<file path="src/rtl/ftbp_pkg.sv">
// Shared types and constants of the FASTA two-bit packer.
package ftbp_pkg;

	localparam logic [7:0] NEWLINE_CHAR = 8'h0A;
	localparam int BASE_FLAG_BIT = 6;
	localparam int QUEUE_DEPTH_DEF = 2;

	typedef enum logic [1:0] {
		OP_HDR   = 2'd0,
		OP_BASE  = 2'd1,
		OP_FLUSH = 2'd2
	} op_t;

	// One classified request handed from the front end to the packer.
	typedef struct packed {
		op_t        op;
		logic [7:0] data;
		logic [1:0] code;
		logic       eoi;
	} cmd_t;

endpackage

</file>
<file path="src/rtl/ftbp_in_if.sv">
// Input stream channel: one FASTA byte per request.
interface ftbp_in_if;
	logic       valid;
	logic       ready;
	logic [7:0] in_byte;
	logic       end_of_input;

	modport source (output valid, output in_byte, output end_of_input, input ready);
	modport sink (input valid, input in_byte, input end_of_input, output ready);
endinterface

</file>
<file path="src/rtl/ftbp_out_if.sv">
// Output stream channel: one header byte or packed base byte per request.
interface ftbp_out_if;
	logic       valid;
	logic       ready;
	logic [7:0] out_byte;
	logic       is_header;
	logic [2:0] base_count;
	logic       last;

	modport source (output valid, output out_byte, output is_header, output base_count,
		output last, input ready);
	modport sink (input valid, input out_byte, input is_header, input base_count,
		input last, output ready);
endinterface

</file>
<file path="src/rtl/ftbp_front.sv">
// Front end: accepts stream bytes, tracks header mode and classifies each byte.
module ftbp_front (
	input  logic          clk,
	input  logic          arst_n,
	ftbp_in_if.sink       in_ch,
	input  logic          q_full,
	output logic          push,
	output ftbp_pkg::cmd_t push_cmd
);
	import ftbp_pkg::*;

	logic in_header_q;
	logic accept;
	logic keep;

	assign in_ch.ready = !q_full;
	assign accept = in_ch.valid && in_ch.ready;

	always_comb begin
		keep = 1'b1;
		push_cmd.data = in_ch.in_byte;
		push_cmd.code = in_ch.in_byte[2:1];
		push_cmd.eoi = in_ch.end_of_input;
		if (in_header_q) begin
			push_cmd.op = OP_HDR;
		end else if (in_ch.in_byte[BASE_FLAG_BIT]) begin
			push_cmd.op = OP_BASE;
		end else begin
			// A skipped body byte only matters when it closes the stream.
			push_cmd.op = OP_FLUSH;
			keep = in_ch.end_of_input;
		end
	end

	assign push = accept && keep;

	always_ff @(posedge clk or negedge arst_n) begin
		if (!arst_n) begin
			in_header_q <= 1'b1;
		end else if (accept) begin
			if (in_ch.end_of_input) begin
				in_header_q <= 1'b1;
			end else if (in_header_q && in_ch.in_byte == NEWLINE_CHAR) begin
				in_header_q <= 1'b0;
			end
		end
	end
endmodule

</file>
<file path="src/rtl/ftbp_queue.sv">
// Small FIFO of classified requests between the front end and the packer.
module ftbp_queue #(
	parameter int DEPTH = ftbp_pkg::QUEUE_DEPTH_DEF
) (
	input  logic           clk,
	input  logic           arst_n,
	input  logic           push,
	input  ftbp_pkg::cmd_t push_cmd,
	output logic           full,
	input  logic           pop,
	output ftbp_pkg::cmd_t head,
	output logic           empty
);
	import ftbp_pkg::*;

	localparam int PTR_W = (DEPTH > 1) ? $clog2(DEPTH) : 1;
	localparam int CNT_W = $clog2(DEPTH + 1);

	cmd_t             entry_q [DEPTH];
	logic [PTR_W-1:0] wr_ptr_q;
	logic [PTR_W-1:0] rd_ptr_q;
	logic [CNT_W-1:0] count_q;
	logic             do_push;
	logic             do_pop;

	assign full = count_q == CNT_W'(DEPTH);
	assign empty = count_q == '0;
	assign do_push = push && !full;
	assign do_pop = pop && !empty;
	assign head = entry_q[rd_ptr_q];

	always_ff @(posedge clk) begin
		if (do_push) begin
			entry_q[wr_ptr_q] <= push_cmd;
		end
	end

	always_ff @(posedge clk or negedge arst_n) begin
		if (!arst_n) begin
			wr_ptr_q <= '0;
			rd_ptr_q <= '0;
			count_q <= '0;
		end else begin
			if (do_push) begin
				wr_ptr_q <= (wr_ptr_q == PTR_W'(DEPTH - 1)) ? '0 : wr_ptr_q + 1'b1;
			end
			if (do_pop) begin
				rd_ptr_q <= (rd_ptr_q == PTR_W'(DEPTH - 1)) ? '0 : rd_ptr_q + 1'b1;
			end
			if (do_push && !do_pop) begin
				count_q <= count_q + 1'b1;
			end else if (do_pop && !do_push) begin
				count_q <= count_q - 1'b1;
			end
		end
	end
endmodule

</file>
<file path="src/rtl/ftbp_back.sv">
// Back end: collects base codes, packs four per byte and drives the output register.
module ftbp_back (
	input  logic           clk,
	input  logic           arst_n,
	input  ftbp_pkg::cmd_t head,
	input  logic           q_empty,
	output logic           pop,
	ftbp_out_if.source     out_ch
);
	import ftbp_pkg::*;

	logic [5:0] codes_q;
	logic [1:0] count_q;
	logic       valid_q;
	logic [7:0] byte_q;
	logic       hdr_q;
	logic [2:0] cnt_q;
	logic       last_q;

	logic       emit;
	logic [7:0] res_byte;
	logic       res_hdr;
	logic [2:0] res_cnt;
	logic       res_last;
	logic [5:0] codes_d;
	logic [1:0] count_d;
	logic [5:0] codes_w;

	// Left-aligns n pending codes and pads the rest of the byte with zero codes.
	function automatic logic [7:0] pad_codes(input logic [5:0] codes, input logic [1:0] n);
		logic [7:0] r;
		case (n)
			2'd1:    r = {codes[1:0], 6'b0};
			2'd2:    r = {codes[3:0], 4'b0};
			2'd3:    r = {codes[5:0], 2'b0};
			default: r = 8'h00;
		endcase
		return r;
	endfunction

	assign pop = !q_empty && (!valid_q || out_ch.ready);
	assign codes_w = {codes_q[3:0], head.code};

	always_comb begin
		emit = 1'b0;
		res_byte = head.data;
		res_hdr = 1'b0;
		res_cnt = 3'd0;
		res_last = head.eoi;
		codes_d = codes_q;
		count_d = count_q;
		unique case (head.op)
			OP_HDR: begin
				emit = 1'b1;
				res_hdr = 1'b1;
			end
			OP_BASE: begin
				if (count_q == 2'd3) begin
					emit = 1'b1;
					res_byte = {codes_q, head.code};
					res_cnt = 3'd4;
					codes_d = '0;
					count_d = '0;
				end else begin
					codes_d = codes_w;
					count_d = count_q + 1'b1;
					emit = head.eoi;
					res_byte = pad_codes(codes_w, count_q + 1'b1);
					res_cnt = {1'b0, count_q + 1'b1};
				end
			end
			OP_FLUSH: begin
				emit = 1'b1;
				res_byte = pad_codes(codes_q, count_q);
				res_cnt = {1'b0, count_q};
				res_last = 1'b1;
			end
			default: begin
				emit = 1'b0;
			end
		endcase
		if (head.eoi) begin
			codes_d = '0;
			count_d = '0;
		end
	end

	always_ff @(posedge clk or negedge arst_n) begin
		if (!arst_n) begin
			codes_q <= '0;
			count_q <= '0;
			valid_q <= 1'b0;
		end else begin
			if (pop) begin
				codes_q <= codes_d;
				count_q <= count_d;
			end
			if (pop && emit) begin
				valid_q <= 1'b1;
			end else if (out_ch.ready) begin
				valid_q <= 1'b0;
			end
		end
	end

	always_ff @(posedge clk) begin
		if (pop && emit) begin
			byte_q <= res_byte;
			hdr_q <= res_hdr;
			cnt_q <= res_cnt;
			last_q <= res_last;
		end
	end

	assign out_ch.valid = valid_q;
	assign out_ch.out_byte = byte_q;
	assign out_ch.is_header = hdr_q;
	assign out_ch.base_count = cnt_q;
	assign out_ch.last = last_q;
endmodule

</file>
<file path="src/rtl/fasta_two_bit_packer_unit.sv">
// FASTA two-bit packer: takes one stream byte per cycle and delivers header bytes and
// packed base bytes via the request queue and output register. Rate is one byte per
// cycle when unstalled, set by the single push and pop per cycle of that queue and by
// that register, which frees itself in the same cycle its result is taken; bytes that
// produce no result are still taken at that rate. Header bytes pass through until the
// first newline; afterward bases pack four to a byte, first base in bits 7:6, and the
// final byte of a stream flushes any partial group padded with zero codes.
module fasta_two_bit_packer_unit #(
	parameter int QUEUE_DEPTH = ftbp_pkg::QUEUE_DEPTH_DEF
) (
	input  logic        clk,
	input  logic        arst_n,
	ftbp_in_if.sink     in_ch,
	ftbp_out_if.source  out_ch
);
	import ftbp_pkg::*;

	logic push;
	cmd_t push_cmd;
	logic q_full;
	logic pop;
	cmd_t head;
	logic q_empty;

	ftbp_front u_front (
		.clk     (clk),
		.arst_n  (arst_n),
		.in_ch   (in_ch),
		.q_full  (q_full),
		.push    (push),
		.push_cmd(push_cmd)
	);

	ftbp_queue #(
		.DEPTH(QUEUE_DEPTH)
	) u_queue (
		.clk     (clk),
		.arst_n  (arst_n),
		.push    (push),
		.push_cmd(push_cmd),
		.full    (q_full),
		.pop     (pop),
		.head    (head),
		.empty   (q_empty)
	);

	ftbp_back u_back (
		.clk    (clk),
		.arst_n (arst_n),
		.head   (head),
		.q_empty(q_empty),
		.pop    (pop),
		.out_ch (out_ch)
	);
endmodule

</file>
<file path="src/flat_wrapper.sv">
// flat-port wrapper written by rule: the top's interface ports become plain ports
module fasta_two_bit_packer_unit_flat import ftbp_pkg::*;
#(
	parameter int QUEUE_DEPTH = ftbp_pkg::QUEUE_DEPTH_DEF
)
  (clk, arst_n, in_ch_valid, in_ch_in_byte, in_ch_end_of_input, in_ch_ready, out_ch_valid, out_ch_out_byte, out_ch_is_header, out_ch_base_count, out_ch_last, out_ch_ready);
  ftbp_in_if in_ch_i ();
  ftbp_out_if out_ch_i ();
  input  logic clk;
  input  logic arst_n;
  input wire logic [$bits(in_ch_i.valid)-1:0] in_ch_valid;
  input wire logic [$bits(in_ch_i.in_byte)-1:0] in_ch_in_byte;
  input wire logic [$bits(in_ch_i.end_of_input)-1:0] in_ch_end_of_input;
  output wire logic [$bits(in_ch_i.ready)-1:0] in_ch_ready;
  output wire logic [$bits(out_ch_i.valid)-1:0] out_ch_valid;
  output wire logic [$bits(out_ch_i.out_byte)-1:0] out_ch_out_byte;
  output wire logic [$bits(out_ch_i.is_header)-1:0] out_ch_is_header;
  output wire logic [$bits(out_ch_i.base_count)-1:0] out_ch_base_count;
  output wire logic [$bits(out_ch_i.last)-1:0] out_ch_last;
  input wire logic [$bits(out_ch_i.ready)-1:0] out_ch_ready;
  assign in_ch_i.valid = in_ch_valid;
  assign in_ch_i.in_byte = in_ch_in_byte;
  assign in_ch_i.end_of_input = in_ch_end_of_input;
  assign in_ch_ready = in_ch_i.ready;
  assign out_ch_valid = out_ch_i.valid;
  assign out_ch_out_byte = out_ch_i.out_byte;
  assign out_ch_is_header = out_ch_i.is_header;
  assign out_ch_base_count = out_ch_i.base_count;
  assign out_ch_last = out_ch_i.last;
  assign out_ch_i.ready = out_ch_ready;
  fasta_two_bit_packer_unit #(.QUEUE_DEPTH(QUEUE_DEPTH)) u_core (.clk(clk), .arst_n(arst_n), .in_ch(in_ch_i), .out_ch(out_ch_i));
endmodule
</file>
<file path="config.mk">
export PLATFORM = sky130hd
export DESIGN_NAME = fasta_two_bit_packer_unit_flat
export DESIGN_NICKNAME = d
export VERILOG_FILES = /design/src/rtl/ftbp_pkg.sv /design/src/rtl/ftbp_in_if.sv /design/src/rtl/ftbp_out_if.sv /design/src/rtl/ftbp_front.sv /design/src/rtl/ftbp_queue.sv /design/src/rtl/ftbp_back.sv /design/src/rtl/fasta_two_bit_packer_unit.sv /design/src/flat_wrapper.sv
export SDC_FILE = /design/constraint.sdc
export NUM_CORES = 1
export LEC_CHECK = 0
export ABC_AREA = 1
export BUFFER_PORTS_ARGS = -buffer_cell sky130_fd_sc_hd__buf_2
export CELL_PAD_IN_SITES_DETAIL_PLACEMENT = 1
export CELL_PAD_IN_SITES_GLOBAL_PLACEMENT = 2
export CORE_MARGIN = 2
export CORE_UTILIZATION = 33
export DETAILED_ROUTE_END_ITERATION = 8
export PLACE_DENSITY_LB_ADDON = 0.1
export SYNTH_ARGS = -nofsm -noshare
export SYNTH_HDL_FRONTEND = slang
export SYNTH_SLANG_ARGS = --single-unit
</file>
<file path="constraint.sdc">
create_clock -name clk -period 1.9 [get_ports clk]
set_clock_uncertainty 0.2 [all_clocks]
set_input_delay 0.095 -clock clk [delete_from_list [all_inputs] [get_ports clk]]
set_output_delay 0.095 -clock clk [all_outputs]
set_load 0.01 [all_outputs]
</file>
; ---- Word-level counts from Yosys, hierarchy flattened
; Memories as Yosys holds them, arrays and structs flattened.
; Index checks and enable logic that the tools add are counted.
[classes]
n_addsub = 5
eq_ne = 10
muxes = 29
reduce_logical = 24
[ops]
columns = cell, count
row1 = $pmux W8 S3, 2
row2 = $mux W6, 3
row3 = $pmux W8 S2, 1
row4 = $mux W2, 7
row5 = $eq A2 B2 Y1 const B, 6
row6 = $mux W1, 12
row7 = $logic_and A1 B1 Y1, 9
row8 = $eq A8 B4 Y1 const B, 1
row9 = $mux W8, 1
row10 = $reduce_bool A2 Y1, 4
row11 = $eq A2 B1 Y1 const B, 3
row12 = $pmux W3 S2, 1
row13 = $logic_not A1 Y1, 5
row14 = $add A2 B1 Y2 const B, 2
row15 = $logic_not A2 Y1, 2
row16 = $reduce_and A2 Y1, 2
row17 = $mux W3, 1
row18 = $add A1 B1 Y1 const B, 2
row19 = $pmux W1 S2, 1
row20 = $reduce_or A2 Y1, 1
row21 = $sub A2 B1 Y2 const B, 1
row22 = $logic_or A1 B1 Y1, 1
[totals]
reg_bits = 27
ramBits = 26
input_bits = 13
output_inout_bits = 15
elab_cells = 80
mem_count = 1
[memory_table]
columns = memory, words, width, read_ports, rd_clocked_by_memory_dff, wr, line
row1 = u_core.u_queue.entry_q, 2, 13, 1, 0, 1, ftbp_queue.sv:19  ; cmd_t entry_q [DEPTH];

; ---- Longest topological paths before layout
; Gate-level depths: netlist of the first run.
[depth]
ltp_word = 9
depth_mapped = 12
mapped_depth_nobuf = 11

; ---- By module
; From an unflattened synthesis of the first run, not the netlist that was laid out.
[unflattened]
cells_unflattened = 287
area_unflattened_um2 = 2735.1
[modules_own_cells]
columns = mod, instances, cells_each, area_per_inst_um2
row1 = ftbp_back, 1, 157, 1365.1
row2 = ftbp_queue, 1, 99, 1178.6
row3 = ftbp_front, 1, 31, 191.4

; ---- Worst setup path after synthesis of the first run
; No wires, ideal clock.
[synth_path]
kind = register to register
from = register u_core.u_queue.rd_ptr_q
to = register u_core.u_back.cnt_q[0], in the netlist u_core.u_back.out_ch.base_count[0], enable pin
setup_time_ns = 0.349
arrival_time_ns = 1.583
path_slack_ns = -0.232
stages_incl_launch_ff = 10
n_path_buf = 1
cell_sequence = dfrtp_1 -> inv_2 -> buf_6 -> or2_1 -> o21ai_1 -> ha_1 -> nand2_1 -> nand2_1 -> nand2_1 -> inv_1
[synth_between]
elab_chain_cells = 5
elab_cells_between_ends = 8
classes_between = eq/ne (2) / mux (2) / reduce/logical (3) / memory (1)
[synth_rtl]
columns = item, line
row1 = "start, declared", ftbp_queue.sv:21  ; logic [PTR_W-1:0] rd_ptr_q;
row2 = "start signal, assigned", ftbp_queue.sv:48  ; rd_ptr_q <= (rd_ptr_q == PTR_W'(DEPTH - 1)) ? '0 : rd_ptr_q + 1'b1;
row3 = $mem_v2 Z2 W13 (*), n/a
row4 = $eq A2 B2 Y1 / $logic_not A2 Y1 (equally long branches), ftbp_back.sv:52  ; unique case (head.op)
row5 = $reduce_or A2 Y1 (no source line), n/a
row6 = $pmux W1 S2 (*), ftbp_back.sv:52
row7 = $logic_and A1 B1 Y1 (*), ftbp_back.sv:107  ; if (pop && emit) begin
row8 = "end signal, assigned", ftbp_back.sv:110  ; cnt_q <= res_cnt;
row9 = "end, declared", ftbp_back.sv:17  ; logic [2:0] cnt_q;
; Mark *: on every way between the ends. The rest lies on a longest branch, timed or not.
; A chain may end at the register's enable or synchronous reset.

; ---- Final worst setup path of the first run
[layout_path]
from = register u_core.u_queue.rd_ptr_q
to = register u_core.u_back.byte_q[0], in the netlist u_core.u_back.out_ch.out_byte[0], enable pin
[layout_between]
elab_chain_cells = 5
elab_cells_between_ends = 8
classes_between = eq/ne (2) / mux (2) / reduce/logical (3) / memory (1)
[layout_rtl]
columns = item, line
row1 = $mem_v2 Z2 W13 (*), n/a
row2 = $eq A2 B2 Y1 / $logic_not A2 Y1 (equally long branches), ftbp_back.sv:52
row3 = $reduce_or A2 Y1 (no source line), n/a
row4 = $pmux W1 S2 (*), ftbp_back.sv:52
row5 = $logic_and A1 B1 Y1 (*), ftbp_back.sv:107
row6 = "end signal, assigned", ftbp_back.sv:108  ; byte_q <= res_byte;
row7 = "end, declared", ftbp_back.sv:15  ; logic [7:0] byte_q;
; Marks and branches as above.

==> summary.txt, run 1 <==
Outcome
  – Run status: complete, no violations

Worst setup path
  – Arr. time, crit path: ~1.7 ns
  – CP endpoint kind: flop
  – Required time worst endpoint: about 1.7 ns
  – CP max FO: 7
  – Crit start category: flop
  – Crit Path Category: flop to flop
  – R2R Path End: u_core.u_back.out_ch.out_byte[0]$_DFFE_PP_
  – R2R Path Start: u_core.u_queue.rd_ptr_q$_DFFE_PN0P_
  – R2R setup slack: 0.01 ns
  – Worst R2R Path Depth: 8

Synth
  – Synth cell count leaders: 75 x nand2_1, 35 x edfxtp_1, 33 x inv_1
  – Area contributors post-synth: edfxtp_1 43%, dfrtp_1 13%, nand2_1 11%, ha_1 5.6%, inv_1 5.0%
  – Synthesized cell area: approximately 2500 µm²
  – Post-synth EDFFs: 35
  – Post-Syn Instances: 261
  – Count leader, synth: nand2_1
  – Seq/Total Area, Yosys: 0.567
  – Synth top area share: 0.425
  – Flip-flop and latch count after synthesis: 49
  – Synth warnings: 0
  – Syn_nets: 285
  – Mean Syn Cell Area: 9.47 µm²
  – Synth unique cells: 29
  – Synth area leader: edfxtp_1
  – Synth async-reset ratio: 0.286
  – Post-synth top flop: edfxtp_1

Route
  – WL final: about 6300 µm
  – Via count: 1916
  – Wire per inst: roughly 15 µm
  – Vias per Instance: 4.49
  – DR pass1 iterations: 4
  – Initial drt markers: 58
  – Drt drc: 0
  – Antenna Nets Post-Route: 0

Clock network
  – Clk slew on worst S/H paths: 0.09 ns
  – CTS sink cnt: 49
  – H-tree levels: 2
  – Later-pin clock latency in the skew report: 0.31 ns
  – CTS Buffer Depth: 2
  – TritonCTS clock tree: yes
  – TritonCTS buffer count: 5
  – Root buf cell: clkbuf_8

STA
  – Final worst-path cycle share: 0.992
  – Worst-margin pin slew: 0.354 ns
  – Final hold violation count: 0
  – Max Freq: 0.530 GHz
  – TNS Setup: 0 ns
  – Max Transition Viols Final: 0
  – Setup WS post-layout: 0.0148 ns
  – RSZ-0062 raised after global routing: yes
  – Max transition margin: 0.764
  – Final setup viols: 0
  – Tmin final: 1.89 ns
  – Final hold slack: 0.00942 ns

Die
  – Initial core utilization: 0.341
  – Boundary Pins: 28
  – Core footprint: 7250 µm²
  – FP Rows: 31
  – Width of the chip: 90.6 µm
  – Die area: 8200 µm²
  – Die height: 90.6 µm

Global route
  – Total global-route track usage: 0.163
  – First-pass GRT wire length: 10400 µm
  – Gr ovfl total: 0
  – Number of global-route vias before repair: 2084
  – Largest net degree at the start of global routing: 17
  – Initial antenna violation count: 0

Power and ir drop
  – Worst VDD drop: roughly 0.75 mV
  – Pwr dens: 1740 nW/µm²
  – Pleak: between 1.5 and 2 nW

Job
  – Max-cap violations: 0

Worst hold path
  – HP Class: primary input to async pin

Finish
  – Layout cells sized above 1: 0.348
  – Area grow syn2layout: 33.0%
  – Final #Nets: 351
  – Cell Count, Final, Fillers Out: 427
  – Antenna Cells: 0
  – Fill count: 835

Place
  – Placed cell count: 401
  – Pre-CTS setup slack: -0.103 ns
  – Gpl congestion: 0.796
  – # port buffers: 27
  – Detail Placement HPWL: 4690 µm
[sequential cells by signal (all words and copies together) (netlist names), 2 cells and up]
register and flops:
u_core.u_queue.entry_q 22, u_core.u_back.count_q 2, u_core.u_back.codes_q 6, u_core.u_queue.count_q 2
u_core.u_back.out_ch.base_count 3, u_core.u_back.out_ch.out_byte 8
[metal layers]
metal | share of wire | track usage
met1 | 0.46 | 0.210
met2 | 0.50 | 0.282
met3 | 0.027 | 0.0317
met4 | 0.012 | 0.0423
met5 | 0 | 0
[cells in the final DEF (no fill, tap or decap), types with 2 or more instances in the layout]
cell,count
a21oi_1,2
a21oi_2,2
buf_2,27
buf_4,21
buf_6,4
clkbuf_8,5
clkinvlp_4,2
dfrtp_1,12
dlygate4sd3_1,11
edfxtp_1,35
ha_1,6
ha_4,5
inv_1,28
inv_2,5
nand2_1,67
nand2_2,6
nand2_4,5
nand3_1,12
nor2_1,24
nor2_2,6
o21ai_0,6
o21ai_1,4
o21ai_2,11
xor2_1,2
[repair_timing]
item                                   in CTS  in global routing
buffers inserted                            5                  2
setup endpoints to repair                  33                 34
hold buffers                               11                  0
cloned                                      1                  0
resized for setup                          31                 24
pin swaps                                   7                 12
endpoints found under the hold margin      36                  0
[report_power, final]
group	switching [W]	internal [W]
clock	0.000368	0.000260
combinational	0.00185	0.00137
sequential	0.000201	0.00166
total	0.00242	0.00328
[worst max path at each step]
| stage | start | to | slack (ns) | cells after the start |
|---|---|---|---|---|
| after global routing | u_core.u_queue.rd_ptr_q$_DFFE_PN0P_ | u_core.u_back.out_ch.out_byte[6]$_DFFE_PP_ | -0.12 | 11 |
| after CTS | u_core.u_queue.rd_ptr_q$_DFFE_PN0P_ | u_core.u_back.out_ch.out_byte[0]$_DFFE_PP_ | -0.01 | 8 |
| after floorplan | u_core.u_queue.rd_ptr_q$_DFFE_PN0P_ | u_core.u_back.out_ch.base_count[0]$_DFFE_PP_ | -0.02 | 9 |
| final | u_core.u_queue.rd_ptr_q$_DFFE_PN0P_ | u_core.u_back.out_ch.out_byte[0]$_DFFE_PP_ | 0.01 | 8 |
| after global placement | u_core.u_queue.rd_ptr_q$_DFFE_PN0P_ | u_core.u_back.out_ch.last$_SDFFCE_PP1P_ | -0.05 | 7 |
| after detailed placement | u_core.u_queue.rd_ptr_q$_DFFE_PN0P_ | u_core.u_back.out_ch.last$_SDFFCE_PP1P_ | -0.10 | 7 |
[stage by stage]
stage,total power [W],utilization,area [µm²]
floorplan,0.00353,-,2510
global placement,0.00441,0.394,2860
detailed placement,0.00445,0.394,2860
CTS,0.00555,0.441,3200
global route,0.00620,0.454,3290
finish,0.00571,0.454,3290
[kinds of logic (layout without fill, tap and decap cells)]
family	Yosys count	in the layout	synth area share
and+or+nand+nor	128	128	0.214
buffers and inverters	40	107	0.0714
xor gates and xnor gates	3	3	0.0106
AOI/OAI and AO/OA	30	30	0.0815
adders and majority gates	11	11	0.0557
DFF	49	49	0.567
[cell type report]
class | count | area [µm²] | area share
repair inverters | 1 | 8.76 | 0.00266
clock inverters | 2 | 15.0 | 0.00456
flip-flops and latches | 49 | 1400 | 0.427
multi-input cells | 172 | 1080 | 0.327
repair buffers | 63 | 448 | 0.136
clock buffers | 6 | 72.6 | 0.0221
inverters | 35 | 141 | 0.0430
well taps | 99 | 124 | 0.0377
[critical path: stages (launching register included)]
cell and delay [ns]:
dfrtp_2 0.42, inv_2 0.06, or2_4 0.23, o21ai_4 0.10, inv_2 0.10, ha_4 0.18
nor2_4 0.10, nand2_4 0.11, inv_8 0.10
Power figures use the tool's default switching activity.
==> run 2: changes to the inputs <==
==> constraint.sdc (replaced) <==
create_clock -name clk -period 1.9 [get_ports clk]
set_clock_uncertainty 0.2 [all_clocks]
set_input_delay 0.57 -clock clk [delete_from_list [all_inputs] [get_ports clk]]
set_output_delay 0.57 -clock clk [all_outputs]
set_load 0.01 [all_outputs]
==> run 2 against run 1 <==
Die area did not move; largest cell class unchanged; global-route usage decreased by 1.2 points; sequential cell count unchanged.
==> summary.txt, run 2 (synthesis results as in run 1) <==
Outcome
  – Run status: complete, no violations

Global route
  – Most Used Layer, Global Route: met2
  – Number of global-route vias before repair: 1939 (-7.0%)
  – Global routing met1 resource utilization: 0.210 (+0.000674)
  – Largest net degree at the start of global routing: 17 (unchanged)
  – Gr ovfl total: 0 (unchanged)
  – Initial antenna violation count: 0 (unchanged)
  – Met3 Use GR: 0.0267 (-0.00501)
  – Met2 Use GR: 0.243 (-0.0392)
  – First-pass GRT wire length: 9760 µm (-6.0%)
  – Total global-route track usage: 0.152 (-0.0116)

Clock network
  – Clk slew on worst S/H paths: 0.09 ns (about the same)
  – Later-pin clock latency in the skew report: 0.31 ns (about the same)
  – H-tree levels: 2 (unchanged)
  – Root buf cell: clkbuf_8
  – TritonCTS buffer count: 5 (unchanged)
  – CTS Buffer Depth: 2 (unchanged)
  – TritonCTS clock tree: yes
  – CTS sink cnt: 49 (unchanged)

Route
  – Via count: 1855 (-3.2%)
  – Antenna Nets Post-Route: 0 (unchanged)
  – Vias per Instance: 4.39 (-2.3%)
  – DR pass1 iterations: 4 (unchanged)
  – Drt drc: 0 (unchanged)
  – Wire per inst: 14.0 µm (-5.0%)
  – Initial drt markers: 70 (+21%)
  – WL final: 5930 µm (-5.9%)

Finish
  – Fill count: 864 (+3.5%)
  – Most frequent cells in the layout: 70 x nand2_1, 35 x edfxtp_1, 27 x inv_1, 27 x buf_2, 26 x buf_4
  – Final instance area: 3210 µm² (-2.5%)
  – Antenna Cells: 0 (unchanged)
  – Top reg by flops: u_core.u_queue.entry_q
  – Area grow syn2layout: 29.7%
  – Layout cells sized above 1: 0.352 (+0.00429)
  – Final #Nets: 347 (-1.1%)
  – Max FFs per register: 22 (unchanged)
  – Commonest non-fill, non-tap cell in the layout: nand2_1

STA
  – Worst-margin pin slew: 0.333 ns (-0.0206 ns)
  – Final worst-path cycle share: 0.991 (-0.00159)
  – Max transition margin: 0.778 (+0.0138)
  – Max Transition Viols Final: 0 (unchanged)
  – Tmin final: 1.88 ns (-0.00301 ns)
  – Final hold violation count: 0 (unchanged)
  – RSZ-0062 raised after global routing: yes
  – Max Freq: 0.531 GHz (+0.16%)
  – Final hold slack: 0.260 ns (+0.251 ns)
  – Final setup viols: 0 (unchanged)

Job
  – Max-cap violations: 0 (unchanged)

Worst setup path
  – Arr. time, crit path: 1.74 ns (+0.03 ns)
  – R2R setup slack: 0.02 ns (about the same)
  – Crit start category: flop
  – R2R Path Start: u_core.u_queue.rd_ptr_q$_DFFE_PN0P_
  – Required time worst endpoint: 1.76 ns (+0.03 ns)
  – CP max FO: 4 (-3)
  – Crit Path Category: flop to flop
  – Worst Setup EP: u_core.u_back.out_ch.out_byte[3]$_DFFE_PP_
  – R2R Path End: u_core.u_back.out_ch.out_byte[3]$_DFFE_PP_
  – Worst R2R Path Depth: 9 (+1)
  – CP endpoint kind: flop
  – Worst setup path start: u_core.u_queue.rd_ptr_q$_DFFE_PN0P_

Die
  – Boundary Pins: 28 (unchanged)
  – Width of the chip: 90.6 µm (unchanged)
  – FP Rows: 31 (unchanged)
  – Die height: 90.6 µm (unchanged)
  – Core footprint: 7250 µm² (unchanged)
  – Die area: 8200 µm² (unchanged)
  – Initial core utilization: 0.341 (unchanged)

Power and ir drop
  – Pwr dens: 1750 nW/µm² (+0.94%)
  – Worst VDD drop: 0.668 mV (-11%)
  – Pleak: 1.48 nW (-2.1%)

Place
  – Post-DP Area: 2930 µm² (+2.5%)
  – Detail Placement HPWL: 4580 µm (-2.4%)
  – Gpl congestion: 0.801 (+0.62%)
  – # port buffers: 27 (unchanged)

Worst hold path
  – HP Class: primary input to flop
-- run 2: area by class of cell --
| cell class | count | area (µm²) | area share |
|---|---|---|---|
| Clock inverter | 3 | 21.3 | 0.00664 |
| Multi-Input combinational cell | 172 | 1020 | 0.319 |
| Tap cell | 99 | 124 | 0.0386 |
| Inverter | 35 | 141 | 0.0441 |
| Sequential cell | 49 | 1400 | 0.438 |
| Timing Repair inverter | 1 | 8.76 | 0.00273 |
| Timing Repair Buffer | 59 | 414 | 0.129 |
| Clock buffer | 5 | 68.8 | 0.0215 |
-- run 2: where the power goes --
group	switching, W	internal (W)	leakage, nW
combinational	0.00179	0.00134	0.929
sequential	0.000189	0.00166	0.504
clock	0.000376	0.000262	0.0445
total	0.00235	0.00326	1.48
-- run 2: worst max-delay path, cell delays in order (launching register included) --
cell	delay (ns)
dfrtp_2	0.41
inv_2	0.06
or2_4	0.23
o21ai_4	0.10
inv_2	0.09
ha_4	0.19
nor2_2	0.12
inv_1	0.05
nand4_1	0.08
nand3_1	0.10
-- run 2: how the worst min path moves through the flow --
stage | start | to | slack (ns) | depth (start not counted)
after floorplan | arst_n | u_core.u_back.codes_q[0]$_DFFE_PN0P_ | 0.07 | 0
after global placement | u_core.u_back.codes_q[4]$_DFFE_PN0P_ | u_core.u_back.codes_q[4]$_DFFE_PN0P_ | 0.27 | 2
after detailed placement | u_core.u_back.codes_q[4]$_DFFE_PN0P_ | u_core.u_back.codes_q[4]$_DFFE_PN0P_ | 0.28 | 2
after CTS | in_ch_in_byte[2] | u_core.u_queue.entry_q[0][5]$_DFFE_PP_ | 0.25 | 1
after global routing | in_ch_in_byte[2] | u_core.u_queue.entry_q[0][5]$_DFFE_PP_ | 0.25 | 1
final | in_ch_in_byte[3] | u_core.u_queue.entry_q[0][6]$_DFFE_PP_ | 0.26 | 1
-- run 2: metal layers --
metal / share of wire / wire, µm / vias up
li1: - / - / 955
met1: 0.49 / 2880 / 871
met2: 0.48 / 2820 / 23
met3: 0.027 / 159 / 6
met4: 0.012 / 74 / 0
met5: 0 / 0 / -
-- run 2: metrics by stage --
stage	setup WS [ns]	util	cells	setup TNS, ns	power (W)
2_1_floorplan	-0.0290	-	261	-0.0795	0.00350
3_3_place_gp	-0.0966	0.404	409	-1.27	0.00448
3_5_place_dp	-0.192	0.404	409	-2.44	0.00452
4_1_cts	-0.0316	0.434	422	-0.321	0.00550
5_1_grt	-0.0889	0.442	423	-1.14	0.00607
6_report	0.0178	0.442	423	0	0.00561
-- run 2: repair_timing --
item                                    in CTS  in global routing
buffers inserted                             3                  1
hold buffers                                 1                  0
hold endpoints to repair                    13                  0
resized for setup                           24                 20
cloned                                       1                  0
pin swaps                                    8                  6
endpoints found under the setup margin      25                 36
==> run 3: changes to the inputs <==
--- a/config.mk
+++ b/config.mk
@@ -10,7 +10,7 @@
 export CELL_PAD_IN_SITES_DETAIL_PLACEMENT = 1
 export CELL_PAD_IN_SITES_GLOBAL_PLACEMENT = 2
 export CORE_MARGIN = 2
-export CORE_UTILIZATION = 33
+export CORE_UTILIZATION = 31
 export DETAILED_ROUTE_END_ITERATION = 8
 export PLACE_DENSITY_LB_ADDON = 0.1
 export SYNTH_ARGS = -nofsm -noshare
==> run 3 against run 2 <==
The flow now finishes with violations (setup timing); clock power rose by 5.3%; non-clock buffer count rose by 2; power rose by 1.9%; design area rose by 1.1%; global-route usage rose by 0.18 points; die area rose by 6.2%; largest cell class unchanged.
==> summary.txt, run 3 (synthesis results as in run 1) <==
Finish
  – Fill count: 923 (+6.8%)
  – Layout cells sized above 1: 0.361 (+0.00900)
  – FF/Latch Area: 1400 µm² (about the same)
  – Most frequent cells in the layout: 69 x nand2_1, 35 x edfxtp_1, 28 x buf_4
  – Cell Count, Final, Fillers Out: 429 (+1.4%)
  – Final #Nets: 350 (+0.86%)
  – Post-layout util: 0.419 (-0.0226)
  – Area grow syn2layout: 31.1%
  – Antenna Cells: 0 (unchanged)
  – Multi-input logic area: 1040 µm² (+1.6%)
  – Max FFs per register: 22 (unchanged)
  – Commonest non-fill, non-tap cell in the layout: nand2_1
  – Top reg by flops: u_core.u_queue.entry_q

Worst setup path
  – Crit path cell chain: buf_4, nand2_2, nand2_2, buf_6, ha_4, buf_4, nor2_4, inv_1, nand4_1, nand3_1
  – CP max FO: 5 (+1)
  – Stages on worst setup path: 10 (+1)
  – CP top delay family: buffers and inverters
  – Crit start category: flop
  – Sum of buffers and inverters on the critical path: 4 (+1)
  – CP endpoint kind: flop
  – Required time worst endpoint: 1.78 ns (+0.02 ns)
  – CP peak stage delay: 0.43 ns (+0.02 ns)
  – Worst R2R Path Depth: 10 (+1)
  – R2R setup slack: -0.0009 ns (-0.02 ns)
  – Crit Path Category: flop to flop
  – Slowest cell on crit path: dfrtp_1
  – Arr. time, crit path: 1.78 ns (+0.04 ns)

Place
  – Detail Placement HPWL: 4810 µm (+4.9%)
  – # port buffers: 27 (unchanged)
  – Gpl congestion: 0.796 (-0.65%)
  – Pre-CTS setup slack: -0.120 ns (+0.0725 ns)
  – Placed cell count: 412 (+0.73%)

Route
  – DR pass1 iterations: 4 (unchanged)
  – WL final: 6350 µm (+7.1%)
  – Antenna Nets Post-Route: 0 (unchanged)
  – Drt drc: 0 (unchanged)
  – Via count: 1938 (+4.5%)
  – Vias per Instance: 4.52 (+3.0%)
  – Initial drt markers: 75 (+7.1%)
  – Wire per inst: 14.8 µm (+5.6%)

STA
  – Final hold violation count: 0 (unchanged)
  – Worst-margin pin slew: 0.347 ns (+0.0134 ns)
  – Max Transition Viols Final: 0 (unchanged)
  – Final hold slack: 0.249 ns (-0.0113 ns)
  – Final setup viols: 1 (+1)
  – Tmin final: 1.90 ns (+0.0187 ns)
  – Final worst-path cycle share: 1.00 (+0.00984)
  – Max Freq: 0.526 GHz (-0.98%)
  – RSZ-0062 raised after global routing: yes
  – Setup WS post-layout: -0.000895 ns (-0.0187 ns)
  – TNS Setup: -0.000895 ns (-0.000895 ns)
  – Max transition margin: 0.769 (-0.00892)

Power and ir drop
  – Worst VDD drop: 0.695 mV (+4.1%)
  – Pleak: 1.49 nW (+0.84%)
  – Pwr dens: 1770 nW/µm² (+0.77%)

Die
  – FP Rows: 32 (+3.2%)
  – Core footprint: 7730 µm² (+6.5%)
  – Boundary Pins: 28 (unchanged)
  – Width of the chip: 93.3 µm (+3.0%)
  – Initial core utilization: 0.320 (-0.0209)
  – Die area: 8710 µm² (+6.2%)
  – Die height: 93.3 µm (+3.0%)

Outcome
  – Run status: finished with violations
  – Failing checks: setup timing

Clock network
  – CTS Buffer Depth: 2 (unchanged)
  – TritonCTS clock tree: yes
  – H-tree levels: 2 (unchanged)
  – CTS sink cnt: 49 (unchanged)
  – Clk slew on worst S/H paths: 0.10 ns (about the same)
  – Root buf cell: clkbuf_8
  – TritonCTS buffer count: 5 (unchanged)
  – Later-pin clock latency in the skew report: 0.31 ns (about the same)

Job
  – Max-cap violations: 0 (unchanged)

Global route
  – First-pass GRT wire length: 10200 µm (+4.4%)
  – Largest net degree at the start of global routing: 18 (+1)
  – Gr ovfl total: 0 (unchanged)
  – Total global-route track usage: 0.154 (+0.00175)
  – Initial antenna violation count: 0 (unchanged)
  – Number of global-route vias before repair: 2037 (+5.1%)

Worst hold path
  – Min-Delay Path Depth: 1 (unchanged)
  – HP Class: primary input to flop
run 3: changes by cell type in the layout (fill, tap and decap cells not counted), sizes merged:
cell	change
nand2	+1
buf	+2
run 3: report_power, final:
group          switching, W  internal [W]  leakage (nW)  total, W
registers          0.000197       0.00166         0.505   0.00185
logic               0.00182       0.00137         0.940   0.00319
clock network      0.000403      0.000269        0.0452  0.000672
run 3: what timing repair did:
action                                  4_1_cts  5_1_grt
gates resized for setup                      22       23
endpoints found under the hold margin        13        0
endpoints found under the setup margin       25       35
pin swaps                                     4        4
cloned                                        1        1
hold buffers                                  1        0
setup buffers                                 4        2
run 3: worst paths after layout:
| kind | startpoint | to |
|---|---|---|
| setup reg to reg | u_core.u_queue.rd_ptr_q$_DFFE_PN0P_ | u_core.u_back.out_ch.out_byte[3]$_DFFE_PP_ |
| min in group asynchronous | arst_n | u_core.u_queue.rd_ptr_q$_DFFE_PN0P_ |
| hold reg to reg | u_core.u_front.in_header_q$_DFFE_PN1P_ | u_core.u_front.in_header_q$_DFFE_PN1P_ |
| setup / recovery | u_core.u_queue.rd_ptr_q$_DFFE_PN0P_ | u_core.u_back.out_ch.out_byte[3]$_DFFE_PP_ |
| hold / removal | in_ch_in_byte[1] | u_core.u_queue.entry_q[0][4]$_DFFE_PP_ |
| max in group asynchronous | arst_n | u_core.u_front.in_header_q$_DFFE_PN1P_ |
run 3: routing by layer:
layer  vias to the layer above  global-route usage  part of all wire  wire length (µm)
met3                         8              0.0266             0.024               152
met4                         0              0.0441             0.014                87
met2                        30               0.260              0.50              3180
li1                        971                   -                 -                 -
met5                         -                   0                 0                 0
met1                       929               0.201              0.46              2940
run 3: through the flow:
| step | power [W] | instance area, µm² |
|---|---|---|
| finish | 0.00572 | 3240 |
| CTS | 0.00552 | 3140 |
| detailed placement | 0.00454 | 2930 |
| global route | 0.00618 | 3240 |
| floorplan | 0.00350 | 2500 |
| global placement | 0.00451 | 2930 |
run 3: area by class of cell:
class / count / share of cell area
Timing Repair inverter: 1 / 0.00270
Clock inverter: 3 / 0.00772
Clock buffer: 5 / 0.0212
Tap cell: 102 / 0.0394
Timing Repair Buffer: 61 / 0.132
Multi-Input combinational cell: 173 / 0.321
Inverter: 35 / 0.0429
Sequential cell: 49 / 0.433
